`config.mk`:
```
export PLATFORM = sky130hd
export DESIGN_NAME = ttw_ctrl
export DESIGN_NICKNAME = d
export VERILOG_FILES = /design/src/sv/ttw_pkg.sv /design/src/sv/ttw_ctrl.sv
export SDC_FILE = /design/constraint.sdc
export NUM_CORES = 1
export LEC_CHECK = 0
export BUFFER_PORTS_ARGS = -buffer_cell sky130_fd_sc_hd__buf_2
export CELL_PAD_IN_SITES_DETAIL_PLACEMENT = 0
export CELL_PAD_IN_SITES_GLOBAL_PLACEMENT = 1
export CORE_MARGIN = 3
export CORE_UTILIZATION = 23
export CTS_CLUSTER_DIAMETER = 200
export CTS_CLUSTER_SIZE = 28
export DETAILED_ROUTE_END_ITERATION = 10
export HOLD_SLACK_MARGIN = 0.05
export PLACE_DENSITY_LB_ADDON = 0.1
export RECOVER_POWER = 100
export SLEW_MARGIN = 20
export SYNTH_ARGS = -nofsm -noshare
export SYNTH_HDL_FRONTEND = slang
export SYNTH_SLANG_ARGS = --single-unit
```
`constraint.sdc`:
```
create_clock -name i_clk -period 1.94 [get_ports i_clk]
set_input_delay 0.194 -clock i_clk [delete_from_list [all_inputs] [get_ports i_clk]]
set_output_delay 0.194 -clock i_clk [all_outputs]
set_load 0.01 [all_outputs]
```
`src/sv/ttw_pkg.sv`:
```
`timescale 1ns / 1ps

package ttw_pkg;

    typedef enum logic [1:0] {
        ACT_PUT        = 2'd0,
        ACT_CLEAR      = 2'd1,
        ACT_CLEAR_HOME = 2'd2,
        ACT_READ       = 2'd3
    } t_action;

    localparam logic [7:0] CH_NEWLINE   = 8'd10;
    localparam logic [7:0] CH_BACKSPACE = 8'd8;
    localparam logic [7:0] CH_SPACE     = 8'd32;
    localparam logic [7:0] RESET_ATTR   = 8'h0F;

    localparam int CELL_W    = 16;
    localparam int IN_ROW_W  = 5;
    localparam int IN_COL_W  = 7;
    localparam int CFG_AW    = 3;
    localparam int CFG_DW    = 32;
    localparam int IN_DATA_W = 24;
    localparam int IN_USER_W = 2;
    localparam int OUT_DATA_W = 32;

    localparam logic REG_TEXT_COLOR = 1'b0;

    typedef struct packed {
        logic load_item;
        logic exec_put;
        logic home;
        logic sweep_start;
        logic sweep_step;
        logic sweep_copy;
        logic fill_reset;
        logic rd_issue;
        logic rd_capture;
        logic set_scroll;
        logic out_load;
    } t_dp_cmd;

    typedef struct packed {
        t_action action;
        logic    need_scroll;
        logic    sweep_last;
        logic    out_free;
    } t_dp_stat;

endpackage

```
`src/sv/ttw_ctrl.sv`:
```
`timescale 1ns / 1ps

module ttw_ctrl import ttw_pkg::*; (
    input  logic     i_clk,
    input  logic     i_rst_n,
    input  logic     i_in_valid,
    output logic     o_in_ready,
    input  t_dp_stat i_stat,
    output t_dp_cmd  o_cmd
);

    typedef enum logic [7:0] {
        S_INIT     = 8'b0000_0001,
        S_RST_FILL = 8'b0000_0010,
        S_IDLE     = 8'b0000_0100,
        S_EXEC     = 8'b0000_1000,
        S_READ     = 8'b0001_0000,
        S_FILL     = 8'b0010_0000,
        S_SCROLL   = 8'b0100_0000,
        S_DONE     = 8'b1000_0000
    } t_state;

    t_state r_state;
    t_state n_state;

    always_comb begin
        n_state    = r_state;
        o_cmd      = '0;
        o_in_ready = 1'b0;
        unique case (r_state)
            S_INIT: begin
                o_cmd.sweep_start = 1'b1;
                o_cmd.fill_reset  = 1'b1;
                n_state           = S_RST_FILL;
            end
            S_RST_FILL: begin
                o_cmd.sweep_step = 1'b1;
                if (i_stat.sweep_last) begin
                    n_state = S_IDLE;
                end
            end
            S_IDLE: begin
                o_in_ready = 1'b1;
                if (i_in_valid) begin
                    o_cmd.load_item = 1'b1;
                    n_state         = S_EXEC;
                end
            end
            S_EXEC: begin
                case (i_stat.action) inside
                    ACT_PUT: begin
                        o_cmd.exec_put = 1'b1;
                        if (i_stat.need_scroll) begin
                            o_cmd.sweep_start = 1'b1;
                            o_cmd.set_scroll  = 1'b1;
                            n_state           = S_SCROLL;
                        end else begin
                            n_state = S_DONE;
                        end
                    end
                    ACT_CLEAR, ACT_CLEAR_HOME: begin
                        o_cmd.sweep_start = 1'b1;
                        o_cmd.home        = (i_stat.action == ACT_CLEAR_HOME);
                        n_state           = S_FILL;
                    end
                    default: begin
                        o_cmd.rd_issue = 1'b1;
                        n_state        = S_READ;
                    end
                endcase
            end
            S_READ: begin
                o_cmd.rd_capture = 1'b1;
                n_state          = S_DONE;
            end
            S_FILL: begin
                o_cmd.sweep_step = 1'b1;
                if (i_stat.sweep_last) begin
                    n_state = S_DONE;
                end
            end
            S_SCROLL: begin
                o_cmd.sweep_step = 1'b1;
                o_cmd.sweep_copy = 1'b1;
                if (i_stat.sweep_last) begin
                    n_state = S_DONE;
                end
            end
            S_DONE: begin
                if (i_stat.out_free) begin
                    o_cmd.out_load = 1'b1;
                    n_state        = S_IDLE;
                end
            end
            default: begin
                n_state = S_INIT;
            end
        endcase
    end

    always_ff @(posedge i_clk) begin
        if (!i_rst_n) begin
            r_state <= S_INIT;
        end else begin
            r_state <= n_state;
        end
    end

endmodule

```
==> results of run 1 <==
==> power by group <==
part	internal [uW]	leakage, uW	total (uW)	switching, uW
registers	174	0.0000651	188	14.5
logic	56.0	0.000286	119	63.4
clock network	70.4	0.0000138	121	50.3
==> per-stage QoR <==
stage | worst slack, ns | power [uW] | utilization, % | instances | cell area, um^2
after detailed placement | 0.185 | 316 | 30.7 | 128 | 767
after global placement | 0.215 | 318 | 30.7 | 128 | 767
final | 0.125 | 428 | 30.9 | 131 | 773
after floorplan | 0.205 | 269 | - | 76 | 612
after global routing | 0.00300 | 459 | 30.9 | 131 | 773
after CTS | 0.105 | 439 | 31.6 | 131 | 790
==> path summary, 6_finish.rpt <==
path | from | end | slack [ns] | depth (start not counted)
setup reg to reg | r_state[1] | r_state[5] | 0.17 | 5
hold / removal | i_in_valid | r_state[3] | 0.24 | 2
hold reg to reg | r_state[1] | r_state[1] | 0.56 | 2
setup / recovery | r_state[1] | o_cmd[10] | 0.13 | 6
==> cells in the mapped netlist (all sizes together) <==
cell type	number
buf	1
nor2b	3
or4	1
clkbuf	1
or4b	1
nor4	1
o311ai	1
a2bb2oi	1
xnor2	1
and4b	1
or3	1
a21oi	3
and3	3
and4	1
nand4	1
nand2	5
and3b	1
ha	3
nor4b	2
dfxtp	8
nor3	3
mux2	1
nor2	4
o21ai	7
nand2b	1
xor2	1
nand4b	2
and2	4
a21boi	3
nand3	3
inv	6
o21bai	1
==> layout make-up <==
type	count	share of cell area [%]
timing repair buffer	24	15.4
multi-input combinational	60	53.2
tap	30	4.85
clock buffer	3	2.91
sequential	8	20.7
inverter	6	2.91
==> kinds of logic after synthesis <==
| family | after synthesis |
|---|---|
| muxes | 1 |
| DFF | 8 |
| AOI/OAI and AO/OA | 16 |
| xor gates and xnor gates | 2 |
| and+or+nand+nor | 38 |
| adders and majority gates | 3 |
| buffers and inverters | 8 |
==> metal layers <==
| layer | global-route usage (%) | vias up |
|---|---|---|
| met1 | 10.9 | 277 |
| li1 | - | 328 |
| met3 | 0.452 | 2 |
| met2 | 18.7 | 13 |
| met4 | 7.62 | 0 |
| met5 | 0 | - |
==> critical path: stages (launching register included) <==
cell     delay (ns)
dfxtp_1        0.35
buf_4          0.17
nor4b_1        0.30
nand3_1        0.20
inv_1          0.12
and2_1         0.12
buf_2          0.12
==> impl_metrics.sql, run 1 <==
INSERT INTO impl_metrics (metric_group, metric, value, unit) VALUES
('timing', 'hold_slack', '0.241', 'ns'),
('place', 'post-dp-hpwl', '1360', 'um'),
('power_and_ir_drop', 'ir_drop', '0.182', 'mV'),
('place', 'routabilityCongestion', '0.797', ''),
('finish', 'layout_commonest_cell', 'buf_2', ''),
('drt', 'average_detailed_routed_wire_length_per_instance', '12.1', 'um'),
('floorplanning', 'die_w', '57.6', 'um'),
('drt', 'routed-via-count', '620', ''),
('drt', 'drt_drc_violations_left', '0', ''),
('floorplanning', 'fp.dieArea', '3310', 'um^2'),
('setup_path', 'cp-start-kind', 'flop', ''),
('drt', 'drt-total-wl', '1580', 'um'),
('synth', 'synthDistinctLibCells', '35', ''),
('clock_tree', 'clock_tree.htree_level_count', '1', ''),
('synth', 'post_synth_inst_count', '76', ''),
('global_route', 'antenna_violations_before_repair', '0', ''),
('synth', 'main_combinational_cell_family_by_area_after_synthesis', 'simple AND/OR/NAND/NOR gates', ''),
('synth', 'yosys_warnings', '0', ''),
('drt', 'wl_met1', '678', 'um'),
('setup_path', 'timing.critical_path.to_type', 'output port', ''),
('timing', 'slew-limit-headroom', '74.8', '%'),
('finish', 'synthToLayoutAreaGrowth', '26.4', '%'),
('synth', 'post_synth_main_area_contributors', 'dfxtp_1, ha_1, and2_1', ''),
('timing', 'rsz0062_at_grt', 'false', ''),
('finish', 'reg.largest.list', 'r_state: 8 flops', ''),
('synth', 'fraction_of_the_mapped_netlist_area_in_compound_gates', '17.8', '%'),
('timing', 'maxSlewViolCount', '0', ''),
('clock_tree', 'numCtsBuffers', '3', ''),
('timing', 'final.setup.tns', '0', 'ns'),
('drt', 'antenna_left', '0', ''),
('synth', 'cell_taking_the_most_area_after_synthesis', 'dfxtp_1', ''),
('synth', 'synth_xor_area_share', '2.86', '%'),
('drt', 'drt_first_pass_iters', '4', ''),
('global_route', 'first_global_vias', '633', ''),
('timing', 'worstMarginPinSlew', '0.378', 'ns'),
('synth', 'synthesis.nets', '87', ''),
('synth', 'synth_area', '612', 'um^2'),
('global_route', 'aggregate_global_routing_overflow', '0', ''),
('clock_tree', 'clock-sinks', '8', ''),
('drt', 'viasPerCell', '4.73', ''),
('power_and_ir_drop', 'total_leakage_power', '0.000365', 'uW'),
('timing', 'finalCritPeriodShare', '93.5', '%'),
('floorplanning', 'std_cell_rows', '18', ''),
('finish', 'diodes', '0', ''),
('global_route', 'global_route.usage.total', '10.2', '%'),
('clock_tree', 'cts_setup_buffers', '0', ''),
('synth', 'synth_top_area_share', '26.2', '%'),
('synth', 'fraction_of_the_yosys_area_taken_by_sequential_cells', '26.2', '%'),
('drt', 'wl_met2', '829', 'um'),
('clock_tree', 'tritoncts_clock_tree', 'built', ''),
('timing', 'timing.final.setup_violations', '0', ''),
('timing', 'post-route-min-period', '1.81', 'ns'),
('setup_path', 'cp.arrival', '1.62', 'ns'),
('finish', 'regMostFlops', 'r_state', ''),
('finish', 'area_taken_by_multi_input_logic_gates', '412', 'um^2'),
('setup_path', 'cp_data_required_time', '1.75', 'ns'),
('timing', 'finClkSkew', '0.00353', 'ns'),
('floorplanning', 'floorplan.initialDensity', '24.5', '%'),
('finish', 'finalNetCount', '114', ''),
('synth', 'synthMuxAreaShare', '1.84', '%'),
('floorplanning', 'die_height', '57.6', 'um'),
('drt', 'route.top_layer_used', 'met4', ''),
('finish', 'largest_reg_flops', '8', ''),
('setup_path', 'worst-setup-path-type', 'flop to output port', ''),
('drt', 'drt_first_iter_violations', '8', ''),
('power_and_ir_drop', 'pwr_density_cell', '554', 'nW/um^2'),
('outcome', 'status', 'finished, final reports clean', ''),
('synth', 'synth.avg_cell_area', '8.05', 'um^2'),
('synth', 'synth.ff_latch_count', '8', ''),
('global_route', 'pin_count_of_the_biggest_net_entering_global_routing', '9', ''),
('clock_tree', 'clock_tree.buffer_depth', '2', '');
No activity file was read; power rests on OpenSTA's default activity.
==> inputs of run 2 (changes only) <==
Settings changed: CELL_PAD_IN_SITES_DETAIL_PLACEMENT 0 to unset, CELL_PAD_IN_SITES_GLOBAL_PLACEMENT 1 to unset, PLACE_DENSITY_LB_ADDON 0.1 to unset.
==> impl_metrics.sql, run 2 (same netlist as run 1, synthesis figures left out) <==
INSERT INTO impl_metrics (metric_group, metric, value, unit) VALUES
('global_route', 'wire_length_of_the_first_global_routing_pass', '2480', 'um'),
('global_route', 'aggregate_global_routing_overflow', '0', ''),
('setup_path', 'crit_path_max_fanout', '5', ''),
('drt', 'viasPerCell', '5.10', ''),
('floorplanning', 'die_height', '57.6', 'um'),
('finish', 'final_cell_mix', 'buf_2, dfxtp_1, clkbuf_1', ''),
('setup_path', 'critical_path.reg2reg.startpoint', 'r_state[7]', ''),
('global_route', 'pin_count_of_the_biggest_net_entering_global_routing', '10', ''),
('finish', 'synthToLayoutAreaGrowth', '24.9', '%'),
('clock_tree', 'insertion_delay', '0.26', 'ns'),
('setup_path', 'crit_start', 'r_state[7]', ''),
('clock_tree', 'clock_tree.root_cell', 'clkbuf_4', ''),
('drt', 'wl_met2', '737', 'um'),
('floorplanning', 'fp.dieArea', '3310', 'um^2'),
('setup_path', 'cp.arrival', '1.59', 'ns'),
('floorplanning', 'core_area', '2500', 'um^2'),
('global_route', 'first_global_vias', '578', ''),
('timing', 'finClkSkew', '0.00483', 'ns'),
('place', 'post-dp-hpwl', '1220', 'um'),
('timing', 'timing.final.setup_violations', '0', ''),
('drt', 'drt_first_pass_iters', '4', ''),
('setup_path', 'r2r_setup_slack', '0.15', 'ns'),
('setup_path', 'reg2reg_depth', '5', ''),
('drt', 'antenna_left', '0', ''),
('place', 'place.port_buffers', '19', ''),
('finish', 'layout_commonest_cell', 'buf_2', ''),
('timing', 'final.setup.tns', '0', 'ns'),
('finish', 'fillCellCount', '277', ''),
('drt', 'routed-via-count', '648', ''),
('power_and_ir_drop', 'power', '434', 'uW'),
('outcome', 'status', 'finished, final reports clean', ''),
('setup_path', 'timing.rr.end', 'r_state[5]', ''),
('finish', 'finalNetCount', '110', ''),
('power_and_ir_drop', 'pwr_density_cell', '567', 'nW/um^2'),
('drt', 'met3_length', '94', 'um'),
('clock_tree', 'cts_setup_buffers', '0', ''),
('setup_path', 'cp_data_required_time', '1.75', 'ns'),
('setup_path', 'crit_path_cell_trace', 'or4b_1 -> nor4_1 -> clkbuf_2', ''),
('place', 'routabilityCongestion', '0.775', ''),
('setup_path', 'worst_setup_endpoint', 'o_cmd[0]', ''),
('drt', 'drt-total-wl', '1530', 'um'),
('timing', 'maxSlewViolCount', '0', ''),
('timing', 'finalCritPeriodShare', '92.1', '%'),
('power_and_ir_drop', 'total_leakage_power', '0.000355', 'uW'),
('timing', 'slew-limit-headroom', '78.0', '%'),
('run', 'max_cap_viol_count', '0', ''),
('timing', 'post-route-min-period', '1.79', 'ns'),
('clock_tree', 'clock_tree.buffer_depth', '2', ''),
('finish', 'diodes', '0', ''),
('clock_tree', 'tritoncts_clock_tree', 'built', ''),
('drt', 'drt_drc_violations_left', '0', ''),
('setup_path', 'cp_max_stage_delay', '0.51', 'ns'),
('floorplanning', 'die_w', '57.6', 'um'),
('timing', 'timing.fmax', '0.559', 'GHz'),
('finish', 'layout.core_utilization', '30.6', '%'),
('finish', 'largest_reg_flops', '8', ''),
('finish', 'reg.largest.list', 'r_state: 8 flops', ''),
('clock_tree', 'reg_clk_slew_reported_paths', '0.06', 'ns'),
('clock_tree', 'clock_tree.htree_level_count', '1', ''),
('floorplanning', 'floorplan.initialDensity', '24.5', '%'),
('floorplanning', 'top_level_ports', '20', ''),
('setup_path', 'cp-start-kind', 'flop', ''),
('drt', 'drt_first_iter_violations', '17', ''),
('global_route', 'antenna_violations_before_repair', '0', ''),
('finish', 'regMostFlops', 'r_state', ''),
('timing', 'rsz0062_at_grt', 'false', ''),
('setup_path', 'crit_slowest_cell', 'or4b_1', ''),
('clock_tree', 'numCtsBuffers', '3', ''),
('drt', 'route.top_layer_used', 'met4', ''),
('finish', 'post_route_cells_drive_above_1_share', '25.8', '%'),
('drt', 'average_detailed_routed_wire_length_per_instance', '12.1', 'um'),
('timing', 'worstMarginPinSlew', '0.326', 'ns'),
('power_and_ir_drop', 'ir_drop', '0.264', 'mV'),
('setup_path', 'worst-setup-path-type', 'flop to output port', ''),
('floorplanning', 'std_cell_rows', '18', ''),
('clock_tree', 'hold_buffer_count_at_cts', '0', ''),
('setup_path', 'timing.critical_path.to_type', 'output port', ''),
('timing', 'timing_hold_violations_final', '0', ''),
('global_route', 'global_route.usage.total', '9.81', '%'),
('drt', 'wl_met1', '653', 'um'),
('hold_path', 'class_of_the_worst_hold_path', 'input port to flop', ''),
('clock_tree', 'clock-sinks', '8', '');
-- run 2: cell count changes in the layout (fill, tap and decap cells not counted), moves of 2 or more --
cell	before	now
nor3_2	0	2
nor3_1	3	1
buf_4	3	0
clkbuf_2	0	2
clkbuf_1	9	7
-- run 2: final cells by class --
type,instances,area [um^2],share of cell area (%)
sequential,8,160,20.9
tap,30,37.5,4.91
multi-input combinational,60,428,56.0
inverter,6,22.5,2.95
clock buffer,3,22.5,2.95
timing repair buffer,20,93.8,12.3
-- run 2: worst min path at each step --
stage / cells past startpoint / to / slack (ns) / from
final: 2 / r_state[3] / 0.22 / i_in_valid
after global routing: 2 / r_state[3] / 0.23 / i_in_valid
after CTS: 2 / r_state[3] / 0.22 / i_in_valid
after detailed placement: 2 / r_state[3] / 0.48 / i_in_valid
after global placement: 2 / r_state[3] / 0.49 / i_in_valid
after floorplan: 1 / r_state[0] / 0.32 / i_rst_n
-- run 2: power breakdown --
part	total [uW]	switching, uW	internal, uW
Sequential	185	11.7	174
Clock	128	56.7	70.8
Combinational	121	70.6	50.3
-- run 2: routing by layer --
layer,track usage [%],vias to the layer above
met4,5.63,0
met5,0,-
met2,15.2,24
met3,3.85,7
li1,-,320
met1,11.5,297
-- run 2: critical path, delay by kind of cell, from the launching register on --
| kind | cells | cell delay, ns |
|---|---|---|
| DFF | 1 | 0.42 |
| and+or+nand+nor | 2 | 0.73 |
| buffers and inverters | 1 | 0.19 |
-- run 2: metrics by stage --
step	cells	setup WS [ns]	area, um^2	hold slack [ns]
final	127	0.153	764	0.223
after CTS	127	0.0268	761	0.225
after detailed placement	124	0.214	737	0.484
after floorplan	76	0.205	612	0.319
after global placement	124	0.199	737	0.488
after global routing	127	0.0303	764	0.232
-- run 2: repair_timing --
| action | CTS | global route |
|---|---|---|
| gates resized for setup | 1 | 3 |
| setup endpoints to repair | 1 | 6 |
| gates cloned | 0 | 0 |
